### config.mk
export PLATFORM = sky130hd
export DESIGN_NAME = pgm_p5_yuv420_stream_splitter
export DESIGN_NICKNAME = d
export VERILOG_FILES = /design/src/design/pyss_pkg.sv /design/src/design/pgm_p5_yuv420_stream_splitter.sv /design/src/design/pyss_in_reg.sv /design/src/design/pyss_parser.sv /design/src/design/pyss_out_reg.sv
export SDC_FILE = /design/constraint.sdc
export NUM_CORES = 1
export LEC_CHECK = 0
export ABC_CLOCK_PERIOD_IN_PS = 7050
export BUFFER_PORTS_ARGS = -buffer_cell sky130_fd_sc_hd__buf_2
export CORE_MARGIN = 2
export CORE_UTILIZATION = 50
export CTS_BUF_LIST = sky130_fd_sc_hd__clkbuf_4
export DETAILED_ROUTE_END_ITERATION = 8
export PLACE_DENSITY = 0.69
export SYNTH_ARGS = -nofsm -noshare
export SYNTH_HDL_FRONTEND = slang
export SYNTH_HIERARCHICAL = 1
export SYNTH_SLANG_ARGS = --single-unit
### constraint.sdc
create_clock -name clk -period 7.05 [get_ports clk]
set_clock_uncertainty 0.15 [all_clocks]
set_input_delay 1.0575 -clock clk [delete_from_list [all_inputs] [get_ports clk]]
set_output_delay 1.0575 -clock clk [all_outputs]
set_load 0.005 [all_outputs]
### src/design/pyss_pkg.sv
// ----------------------------------------------------------------------------
// pyss_pkg: shared types and constants of the PGM 4:2:0 stream splitter.
// Holds the parser phases, result codes, the result bundle and the small
// character and arithmetic helpers used by the header parser.
// ----------------------------------------------------------------------------
package pyss_pkg;

	// Default largest accepted frame dimension.
	localparam int unsigned MAX_DIM_DEF = 4096;

	// Header field accumulators saturate here.
	localparam logic [15:0] ACC_MAX = 16'hFFFF;

	// The only maxval that the first header may carry.
	localparam logic [15:0] MAXVAL_OK = 16'd255;

	// Header field indexes.
	localparam logic [1:0] FIELD_COLS = 2'd0;
	localparam logic [1:0] FIELD_ROWS = 2'd1;
	localparam logic [1:0] FIELD_MAXV = 2'd2;

	// Characters of interest in the header.
	localparam logic [7:0] CH_P     = 8'h50;
	localparam logic [7:0] CH_5     = 8'h35;
	localparam logic [7:0] CH_HASH  = 8'h23;
	localparam logic [7:0] CH_LF    = 8'h0A;
	localparam logic [7:0] CH_SPACE = 8'h20;
	localparam logic [7:0] CH_TAB   = 8'h09;
	localparam logic [7:0] CH_CR    = 8'h0D;
	localparam logic [7:0] CH_ZERO  = 8'h30;
	localparam logic [7:0] CH_NINE  = 8'h39;

	// Reciprocal of three scaled by 2**17, exact for 16-bit dividends.
	localparam logic [16:0] RECIP3   = 17'd43691;
	localparam int unsigned RECIP3_SH = 17;

	// Parser phases.
	typedef enum logic [2:0] {
		PH_MAGIC1,
		PH_MAGIC2,
		PH_SKIP,
		PH_DIGITS,
		PH_DATA,
		PH_STOP
	} phase_t;

	// Sample planes.
	typedef enum logic [1:0] {
		PL_LUMA,
		PL_U,
		PL_V
	} plane_t;

	// Result kinds.
	typedef enum logic [2:0] {
		KIND_Y,
		KIND_U,
		KIND_V,
		KIND_HEADER,
		KIND_ERROR,
		KIND_END
	} kind_t;

	// Error codes.
	typedef enum logic [1:0] {
		ERR_MAGIC,
		ERR_MAXVAL,
		ERR_SIZE
	} err_t;

	// One result item plus its valid flag.
	typedef struct packed {
		logic        valid;
		kind_t       kind;
		logic [7:0]  sample;
		logic        last;
		logic [12:0] width;
		logic [11:0] height;
		err_t        err;
	} res_t;

	// Header whitespace: space, tab, LF, VT, FF, CR.
	function automatic logic is_blank(input logic [7:0] b);
		return (b == CH_SPACE) || ((b >= CH_TAB) && (b <= CH_CR));
	endfunction

	function automatic logic is_digit(input logic [7:0] b);
		return (b >= CH_ZERO) && (b <= CH_NINE);
	endfunction

	// Accumulator times ten plus the new digit, saturated at ACC_MAX.
	function automatic logic [15:0] acc_step(input logic [15:0] acc, input logic [7:0] b);
		logic [19:0] v;
		logic [7:0]  d;
		d = b - CH_ZERO;
		v = ({4'b0, acc} << 3) + ({4'b0, acc} << 1) + {12'b0, d};
		return (v > {4'b0, ACC_MAX}) ? ACC_MAX : v[15:0];
	endfunction

	// Floor of x / 3 by reciprocal multiplication.
	function automatic logic [15:0] div3(input logic [15:0] x);
		logic [32:0] p;
		p = {17'b0, x} * {16'b0, RECIP3};
		return p[RECIP3_SH +: 16];
	endfunction

endpackage

### src/design/pgm_p5_yuv420_stream_splitter.sv
// Path: a byte accepted into the input register is parsed from there, and its
// result item is loaded into the result register, which drives the outputs.
// Throughput: one byte per cycle; a byte that yields a result waits only while
// the result register is full and stalled, set by the single result register.
// Reset: arst_n clears the parser to await the first magic byte and empties
// both the input and the result registers.
// ----------------------------------------------------------------------------
// pgm_p5_yuv420_stream_splitter: PGM P5 4:2:0 stream splitter.
// Parses P5 headers from a byte stream and tags each data byte as a Y, U or
// V sample, reporting the first header, errors and the end of the stream.
// ----------------------------------------------------------------------------
module pgm_p5_yuv420_stream_splitter
	import pyss_pkg::*;
#(
	parameter int unsigned MAX_DIM = MAX_DIM_DEF
) (
	input  logic        clk,
	input  logic        arst_n,
	input  logic        byte_valid,
	output logic        byte_stall,
	input  logic [7:0]  in_byte,
	output logic        result_valid,
	input  logic        result_stall,
	output logic [2:0]  kind,
	output logic [7:0]  sample,
	output logic        frame_last,
	output logic [12:0] frame_width,
	output logic [11:0] frame_height,
	output logic [1:0]  error_code
);

	logic       valid_s1;
	logic [7:0] byte_s1;
	logic       adv;
	logic       out_ready;
	res_t       res;
	res_t       res_q;

	// A byte moves on unless its result finds the result register blocked.
	assign adv = valid_s1 & (out_ready | ~res.valid);

	pyss_in_reg u_in_reg (
		.clk        (clk),
		.arst_n     (arst_n),
		.byte_valid (byte_valid),
		.in_byte    (in_byte),
		.adv        (adv),
		.byte_stall (byte_stall),
		.valid_s1   (valid_s1),
		.byte_s1    (byte_s1)
	);

	pyss_parser #(
		.MAX_DIM (MAX_DIM)
	) u_parser (
		.clk     (clk),
		.arst_n  (arst_n),
		.adv     (adv),
		.byte_s1 (byte_s1),
		.res     (res)
	);

	pyss_out_reg u_out_reg (
		.clk          (clk),
		.arst_n       (arst_n),
		.load         (adv & res.valid),
		.res_i        (res),
		.result_stall (result_stall),
		.ready        (out_ready),
		.valid_q      (result_valid),
		.res_q        (res_q)
	);

	// Result fields.
	assign kind         = res_q.kind;
	assign sample       = res_q.sample;
	assign frame_last   = res_q.last;
	assign frame_width  = res_q.width;
	assign frame_height = res_q.height;
	assign error_code   = res_q.err;

endmodule

### src/design/pyss_in_reg.sv
// ----------------------------------------------------------------------------
// pyss_in_reg: input register of the stream splitter.
// Captures one stream byte per cycle and holds it until the parser takes it.
// ----------------------------------------------------------------------------
module pyss_in_reg
	import pyss_pkg::*;
(
	input  logic       clk,
	input  logic       arst_n,
	input  logic       byte_valid,
	input  logic [7:0] in_byte,
	input  logic       adv,
	output logic       byte_stall,
	output logic       valid_s1,
	output logic [7:0] byte_s1
);

	logic take;

	// The stage is free when empty or when its item moves on this cycle.
	assign byte_stall = valid_s1 & ~adv;
	assign take       = byte_valid & ~byte_stall;

	// Stage valid flag.
	always_ff @(posedge clk or negedge arst_n) begin
		if (!arst_n) begin
			valid_s1 <= 1'b0;
		end else begin
			valid_s1 <= take | (valid_s1 & ~adv);
		end
	end

	// Stage payload.
	always_ff @(posedge clk) begin
		if (take) begin
			byte_s1 <= in_byte;
		end
	end

endmodule

### src/design/pyss_parser.sv
// ----------------------------------------------------------------------------
// pyss_parser: header parser and plane tagger.
// Holds the stream state and, from the registered byte, works out the next
// state and the result item of that byte in one pass.
// ----------------------------------------------------------------------------
module pyss_parser
	import pyss_pkg::*;
#(
	parameter int unsigned MAX_DIM = MAX_DIM_DEF
) (
	input  logic       clk,
	input  logic       arst_n,
	input  logic       adv,
	input  logic [7:0] byte_s1,
	output res_t       res
);

	localparam int unsigned DIM_W = $clog2(MAX_DIM + 1);

	// State registers.
	phase_t             phase_q,   phase_n;
	logic [7:0]         magic_q,   magic_n;
	logic [1:0]         fidx_q,    fidx_n;
	logic               cmt_q,     cmt_n;
	logic [15:0]        acc_q,     acc_n;
	logic [15:0]        cols_q,    cols_n;
	logic [15:0]        rows_q,    rows_n;
	logic               first_q,   first_n;
	logic [DIM_W-1:0]   sw_q,      sw_n;
	logic [DIM_W-1:0]   sh_q,      sh_n;
	logic [DIM_W-1:0]   row_q,     row_n;
	logic [DIM_W-1:0]   col_q,     col_n;
	plane_t             plane_q,   plane_n;

	// Working values.
	logic               fe;
	logic [15:0]        fe_val;
	logic               last;
	logic [DIM_W-1:0]   col_inc;
	logic [DIM_W-1:0]   row_inc;
	logic [DIM_W-1:0]   half_w;
	logic [DIM_W-1:0]   half_h;
	logic               chroma;
	logic [15:0]        height_full;
	logic [15:0]        sw16;
	logic [15:0]        sh16;

	assign col_inc = col_q + 1'b1;
	assign row_inc = row_q + 1'b1;
	assign half_w  = sw_q >> 1;
	assign half_h  = sh_q >> 1;
	assign chroma  = (half_w != '0) && (half_h != '0);

	// Luma height of the first header: rows * 2 / 3.
	assign height_full = div3({rows_q[14:0], 1'b0});

	// Next state and result of the byte in the input register.
	always_comb begin
		phase_n = phase_q;
		magic_n = magic_q;
		fidx_n  = fidx_q;
		cmt_n   = cmt_q;
		acc_n   = acc_q;
		cols_n  = cols_q;
		rows_n  = rows_q;
		first_n = first_q;
		sw_n    = sw_q;
		sh_n    = sh_q;
		row_n   = row_q;
		col_n   = col_q;
		plane_n = plane_q;
		fe      = 1'b0;
		fe_val  = acc_q;
		last    = 1'b0;
		sw16    = '0;
		sh16    = '0;
		res     = '0;

		unique case (phase_q)
			PH_MAGIC1: begin
				magic_n = byte_s1;
				phase_n = PH_MAGIC2;
			end
			PH_MAGIC2: begin
				if ((magic_q != CH_P) || (byte_s1 != CH_5)) begin
					phase_n   = PH_STOP;
					res.valid = 1'b1;
					res.kind  = first_q ? KIND_END : KIND_ERROR;
					res.err   = ERR_MAGIC;
				end else begin
					fidx_n  = FIELD_COLS;
					cmt_n   = 1'b0;
					acc_n   = '0;
					phase_n = PH_SKIP;
				end
			end
			PH_SKIP: begin
				priority if (cmt_q) begin
					if (byte_s1 == CH_LF) begin
						cmt_n = 1'b0;
					end
				end else if (byte_s1 == CH_HASH) begin
					cmt_n = 1'b1;
				end else if (is_blank(byte_s1)) begin
					// Whitespace between fields is skipped.
				end else if (!is_digit(byte_s1)) begin
					// A field that opens with a non-digit reads as saturated.
					acc_n  = ACC_MAX;
					fe     = 1'b1;
					fe_val = ACC_MAX;
				end else begin
					acc_n   = {8'b0, byte_s1 - CH_ZERO};
					phase_n = PH_DIGITS;
				end
			end
			PH_DIGITS: begin
				if (is_digit(byte_s1)) begin
					acc_n = acc_step(acc_q, byte_s1);
				end else begin
					fe     = 1'b1;
					fe_val = acc_q;
				end
			end
			PH_DATA: begin
				res.valid  = 1'b1;
				res.sample = byte_s1;
				unique case (plane_q)
					PL_LUMA: begin
						res.kind = KIND_Y;
						if (col_inc >= sw_q) begin
							col_n = '0;
							if (row_inc >= sh_q) begin
								row_n = '0;
								if (chroma) begin
									plane_n = PL_U;
								end else begin
									last = 1'b1;
								end
							end else begin
								row_n = row_inc;
							end
						end else begin
							col_n = col_inc;
						end
					end
					PL_U: begin
						res.kind = KIND_U;
						if (col_inc >= half_w) begin
							col_n   = '0;
							plane_n = PL_V;
						end else begin
							col_n = col_inc;
						end
					end
					PL_V: begin
						res.kind = KIND_V;
						if (col_inc >= half_w) begin
							col_n   = '0;
							plane_n = PL_U;
							row_n   = row_inc;
							if (row_inc >= half_h) begin
								last = 1'b1;
							end
						end else begin
							col_n = col_inc;
						end
					end
					default: begin
						res.valid = 1'b0;
					end
				endcase
				// End of frame: wait for the next magic.
				if (last) begin
					plane_n = PL_LUMA;
					row_n   = '0;
					col_n   = '0;
					phase_n = PH_MAGIC1;
				end
				res.last = last;
			end
			PH_STOP: begin
				// Stopped for good.
			end
			default: begin
				phase_n = PH_STOP;
			end
		endcase

		// A completed header field.
		if (fe) begin
			unique case (fidx_q)
				FIELD_COLS: begin
					cols_n  = fe_val;
					fidx_n  = FIELD_ROWS;
					acc_n   = '0;
					phase_n = PH_SKIP;
				end
				FIELD_ROWS: begin
					rows_n  = fe_val;
					fidx_n  = FIELD_MAXV;
					acc_n   = '0;
					phase_n = PH_SKIP;
				end
				default: begin
					// Maxval closes the header.
					priority if (first_q) begin
						// Later headers only restart the frame.
						plane_n = PL_LUMA;
						row_n   = '0;
						col_n   = '0;
						phase_n = ((sw_q == '0) || (sh_q == '0)) ? PH_MAGIC1 : PH_DATA;
					end else if (fe_val != MAXVAL_OK) begin
						phase_n   = PH_STOP;
						res.valid = 1'b1;
						res.kind  = KIND_ERROR;
						res.err   = ERR_MAXVAL;
					end else if ((cols_q > 16'(MAX_DIM)) || (rows_q > 16'(MAX_DIM))) begin
						phase_n   = PH_STOP;
						res.valid = 1'b1;
						res.kind  = KIND_ERROR;
						res.err   = ERR_SIZE;
					end else begin
						first_n    = 1'b1;
						sw_n       = cols_q[DIM_W-1:0];
						sh_n       = height_full[DIM_W-1:0];
						plane_n    = PL_LUMA;
						row_n      = '0;
						col_n      = '0;
						phase_n    = ((sw_n == '0) || (sh_n == '0)) ? PH_MAGIC1 : PH_DATA;
						sw16       = 16'(sw_n);
						sh16       = 16'(sh_n);
						res.valid  = 1'b1;
						res.kind   = KIND_HEADER;
						res.width  = sw16[12:0];
						res.height = sh16[11:0];
					end
				end
			endcase
		end
	end

	// State update, once per byte that leaves the input register.
	always_ff @(posedge clk or negedge arst_n) begin
		if (!arst_n) begin
			phase_q <= PH_MAGIC1;
			magic_q <= '0;
			fidx_q  <= FIELD_COLS;
			cmt_q   <= 1'b0;
			acc_q   <= '0;
			cols_q  <= '0;
			rows_q  <= '0;
			first_q <= 1'b0;
			sw_q    <= '0;
			sh_q    <= '0;
			row_q   <= '0;
			col_q   <= '0;
			plane_q <= PL_LUMA;
		end else if (adv) begin
			phase_q <= phase_n;
			magic_q <= magic_n;
			fidx_q  <= fidx_n;
			cmt_q   <= cmt_n;
			acc_q   <= acc_n;
			cols_q  <= cols_n;
			rows_q  <= rows_n;
			first_q <= first_n;
			sw_q    <= sw_n;
			sh_q    <= sh_n;
			row_q   <= row_n;
			col_q   <= col_n;
			plane_q <= plane_n;
		end
	end

endmodule

### src/design/pyss_out_reg.sv
// ----------------------------------------------------------------------------
// pyss_out_reg: result register of the stream splitter.
// Holds one result item until the consumer takes it.
// ----------------------------------------------------------------------------
module pyss_out_reg
	import pyss_pkg::*;
(
	input  logic clk,
	input  logic arst_n,
	input  logic load,
	input  res_t res_i,
	input  logic result_stall,
	output logic ready,
	output logic valid_q,
	output res_t res_q
);

	// The register can take a new item when empty or being emptied.
	assign ready = ~valid_q | ~result_stall;

	// Result valid flag.
	always_ff @(posedge clk or negedge arst_n) begin
		if (!arst_n) begin
			valid_q <= 1'b0;
		end else if (ready) begin
			valid_q <= load;
		end
	end

	// Result payload.
	always_ff @(posedge clk) begin
		if (load) begin
			res_q <= res_i;
		end
	end

endmodule

# After elaboration in Yosys (flattened, before gate mapping)
# Index checks and enable logic that the tools add are counted.
# classes
n_reduce_logical,32
n_addsub,5
mul,1
muxes,99
n_eq_ne,21
bitwise,17
order_cmp,11
# ops
operator,count
$mux 13,19
$mux 16,14
$logic_not 13->1,4
$pmux 13 s2,2
$pmux 16 s3,1
$mux 3,14
$gt 16x13->1 const B,2
$mux 2,16
$mul 15x16->29 const B,1
$add 13x1->13 const B,2
$ge 13x12->1,2
$ge 13x13->1,2
$reduce_bool 13->1,2
$add 19x17->20,1
$add 20x8->20,1
$gt 20x16->1 const B,1
$mux 1,20
$mux 4,5
$eq 8x6->1 const B,2
$ne 16x8->1 const B,1
$pmux 3 s5,1
$reduce_and 3->1,4
$not 1->1,10
$eq 8x4->1 const B,1
other kinds (36),58
# word_totals
regBits,166
output_inout_bits,41
word_cells,209

# Logic depth before layout (Yosys ltp)
# depth
depth_word,20
mapped_depth,21
mapped_depth_nobuf,21

# Cells and area by module
# Netlist, hierarchy kept.
# modules_own_cells
module,n_inst,seq_area_each_um2,area_each_um2,cells_per_inst
pyss_parser,1,2927.8,12670.9,1445
pyss_out_reg,1,1226.2,1237.4,43
pyss_in_reg,1,265.3,297.8,13
pgm_p5_yuv420_stream_splitter,1,0.0,18.8,3

# Worst setup path after synthesis
# Ideal clock, no wire load.
# synth_path
path_type,flip-flop to flip-flop
startpoint,register u_parser.rows_q[11]
endpoint,register u_parser.phase_q[2]
stages_incl_launch_ff,19
slack_ps,1120
t_arrival_ps,5659
required_ps,6779
cell_sequence,dfrtp_1 ha_1 inv_1 fa_1 fa_1 inv_1 fa_1 fa_1 fa_1 ha_1 nand4_1 a2111oi_0 a41oi_1 a21o_1 o221ai_1 xor2_1 or4_1 nand4bb_1 a22o_1
# synth_via
elab_chain_cells,9
elab_cells_between_ends,11
# synth_rtl
element,line,rtl
"start, declared",pyss_parser.sv:27,"logic [15:0] rows_q, rows_n;"
"start signal, assigned",pyss_parser.sv:265,rows_q <= rows_n;
$mul 15x16->29,pyss_pkg.sv:103,"p = {17'b0, x} * {16'b0, RECIP3};"
$logic_not 13->1,pyss_parser.sv:229,phase_n = ((sw_n == '0) || (sh_n == '0)) ? PH_MAGIC1 : PH_DATA;
$logic_or 1x1->1,pyss_parser.sv:229,
$mux 3,pyss_parser.sv:229,
$mux 3 (*),pyss_parser.sv:217,end else if ((cols_q > 16'(MAX_DIM)) || (rows_q > 16'(MAX_DIM))) begin
$mux 3 (*),pyss_parser.sv:212,end else if (fe_val != MAXVAL_OK) begin
$mux 3 (*),pyss_parser.sv:206,priority if (first_q) begin
$mux 3 (*),pyss_parser.sv:191,unique case (fidx_q)
$mux 3 (*),pyss_parser.sv:190,if (fe) begin
"end signal, assigned",pyss_parser.sv:259,phase_q <= phase_n;
"end, declared",pyss_parser.sv:21,"phase_t phase_q, phase_n;"
# Every way passes the cells marked *; elsewhere a longest branch is shown, timed or not.
# A chain may end at the register's enable or synchronous reset.

# Final worst setup path
# layout_path
startpoint,register u_parser.rows_q[9]
endpoint,register u_parser.phase_q[2]
# The elaborated chain is that of the path after synthesis.

==> run metrics <==
post-synthesis cell count 1,503; number of top-level pins 53; CTS Root Cell clkbuf_4; Data required, critical path 7.39 ns; Worst-path clk slew 0.16 ns; dpl cell area 14,800 um^2; relative slew slack 30.7%; I/O Buffers 52; Post-DP HPWL 27.0 mm; routed vias/inst 5.93; Routed WL per cell 18.1 um; Fillers 2,483; first-pass GRT wire length 57.0 mm; WHS 0.355 ns; Iter 0 DRT Violations 970; DR vias 11,400; Tmin final 6.46 ns; post-layout util 54.1%; Slew @ Worst Pin 1.04 ns; cell mode on critical path fa_1; yosys warns 6; Total Power 3.07 mW; post-route setup TNS 0 ns; # setup viols final 0; crit-path max cell delay 0.58 ns; area grow syn2layout 6.15%; die area 29,800 um^2; row cnt 61; Total Routed Length 34.8 mm; post-route design area 15,100 um^2; CP Capture Type flip-flop; peak supply drop 0.118 mV; final setup margin 0.590 ns; number of routed nets with antenna violations 0; vias in the first global route 11,300; die width 172 um; maximum number of pins on one net before global-route repair 65; Avg Inst Size Synth 9.44 um^2; CTS tree built; GR Overflow Total 0; CTS Buffer Depth 2; Min-Delay Path Class in2async; CP Cell Sequence ha_1, inv_1, fa_1, fa_1, inv_1, fa_1, fa_1, fa_1, ha_1, nand4_1, a2111oi_0, a41oi_1, a21o_1, o221ai_1, xor2_1, or4_1, nand4bb_1, a22o_1; PD cells 204 nW/um^2; NumNets Final 1,796; Initial Utilization 51.0%; final hold violation count 0; Total Routing Usage GR 24.3%; max-slew violation count 0; worst-path fanout max 5; clk_lat worst skew 0.61 ns; kind of critical path reg2reg; Setup WS pre-CTS 0.630 ns; Post-CTS Resized 0; RSZ-0062 raised after global routing false; non-filler cells, final 1,920; hold buffers post-CTS 0; CORE AREA 27,900 um^2; synthesized cell area 14,200 um^2; H-tree levels 4; syn_nets 1,771; Worst path slowest cell fa_1; CTS Buf Count 17; startpoint class of the critical path flip-flop; Max Fclk 0.155 GHz; layout cells sized above 1 8.57%; Setup Fix Bufs, Post-CTS 0; dpl cells 1,887; crit path DAT 6.80 ns; final critical-path share of the clock period 91.6%; Final GP Congestion 0.910; clk sink count 166; status completed; Detailed Routing Iterations Pass 1 5; drc violations 0; overall die height 172 um; initial antenna violation count 1; P_leak 7.37 nW; max-cap violations 0
state kept, by name, indices dropped and copies added, names as in the netlist:
register	cells
u_parser/row_q	13
u_parser/cols_q	16
u_parser/rows_q	16
u_parser/sw_q	13
u_out_reg/res_q	39
u_out_reg/valid_q	1
u_in_reg/valid_s1	1
u_in_reg/byte_s1	8
u_parser/col_q	13
u_parser/acc_q	16
u_parser/fidx_q	2
u_parser/magic_q	8
u_parser/sh_q	13
u_parser/plane_q	2
u_parser/cmt_q	1
u_parser/first_q	1
u_parser/phase_q	3
critical path: cells and delay by family, from the launching register on:
kind / cells / cell delay [ns]
buffers and inverters: 2 / 0.14
adders and majority gates: 7 / 3.27
xor gates and xnor gates: 1 / 0.14
AOI/OAI and AO/OA: 5 / 1.31
DFF: 1 / 0.48
and+or+nand+nor: 3 / 0.87
path summary, 6_finish.rpt:
path / cells after the start / slack [ns] / startpoint / to
worst min-delay path: 1 / 0.36 / arst_n / u_parser/sh_q[4]$_DFFE_PN0P_
worst max register to register: 18 / 0.59 / u_parser/rows_q[9]$_DFFE_PN0P_ / u_parser/phase_q[2]$_DFFE_PN0P_
worst max-delay path: 18 / 0.59 / u_parser/rows_q[9]$_DFFE_PN0P_ / u_parser/phase_q[2]$_DFFE_PN0P_
worst min register to register: 2 / 0.36 / u_parser/row_q[12]$_DFFE_PN0P_ / u_parser/row_q[12]$_DFFE_PN0P_
max in group asynchronous: 2 / 5.07 / arst_n / u_parser/fidx_q[1]$_DFFE_PN0P_
min in group clk: 2 / 0.36 / u_parser/row_q[12]$_DFFE_PN0P_ / u_parser/row_q[12]$_DFFE_PN0P_
layout make-up:
type	count	area (um^2)	share of cell area [%]
clock inverter	14	178	1.18
clock buffer	18	135	0.897
inverter	169	634	4.21
tap	378	473	3.14
antenna	1	2.50	0.0166
timing repair buffer	59	315	2.09
sequential	166	4390	29.1
multi-input combinational	1115	8940	59.3
report_power, final:
| group | total, mW | leakage [nW] | internal (mW) | switching (mW) |
|---|---|---|---|---|
| Combinational | 1.14 | 5.14 | 0.451 | 0.691 |
| Sequential | 1.32 | 2.07 | 1.16 | 0.164 |
| Clock | 0.603 | 0.165 | 0.202 | 0.401 |
| Total | 3.07 | 7.37 | 1.81 | 1.26 |
layer usage:
layer  share of wire (%)  up-vias  global-route usage, %
met3                 4.0       47                   3.14
met1                  47     5597                   32.8
li1                    -     5426                      -
met4                 1.9        0                   7.60
met2                  47      321                   40.6
met5                   0        -                      0
placed cells by master, fill, tap and decap left out, types with 18 or more instances in the layout:
cell type    n
ha_1       191
inv_1      169
dfrtp_1    119
nand2_1    116
o21ai_0    103
nor2_1      90
a21oi_1     81
fa_1        65
buf_2       51
edfxtp_1    47
nand3_1     42
xnor2_1     35
and3_1      30
nor3_1      24
a22o_1      24
a21o_1      23
clkbuf_4    18
nor4_1      18
No activity file was read; power rests on OpenSTA's default activity.
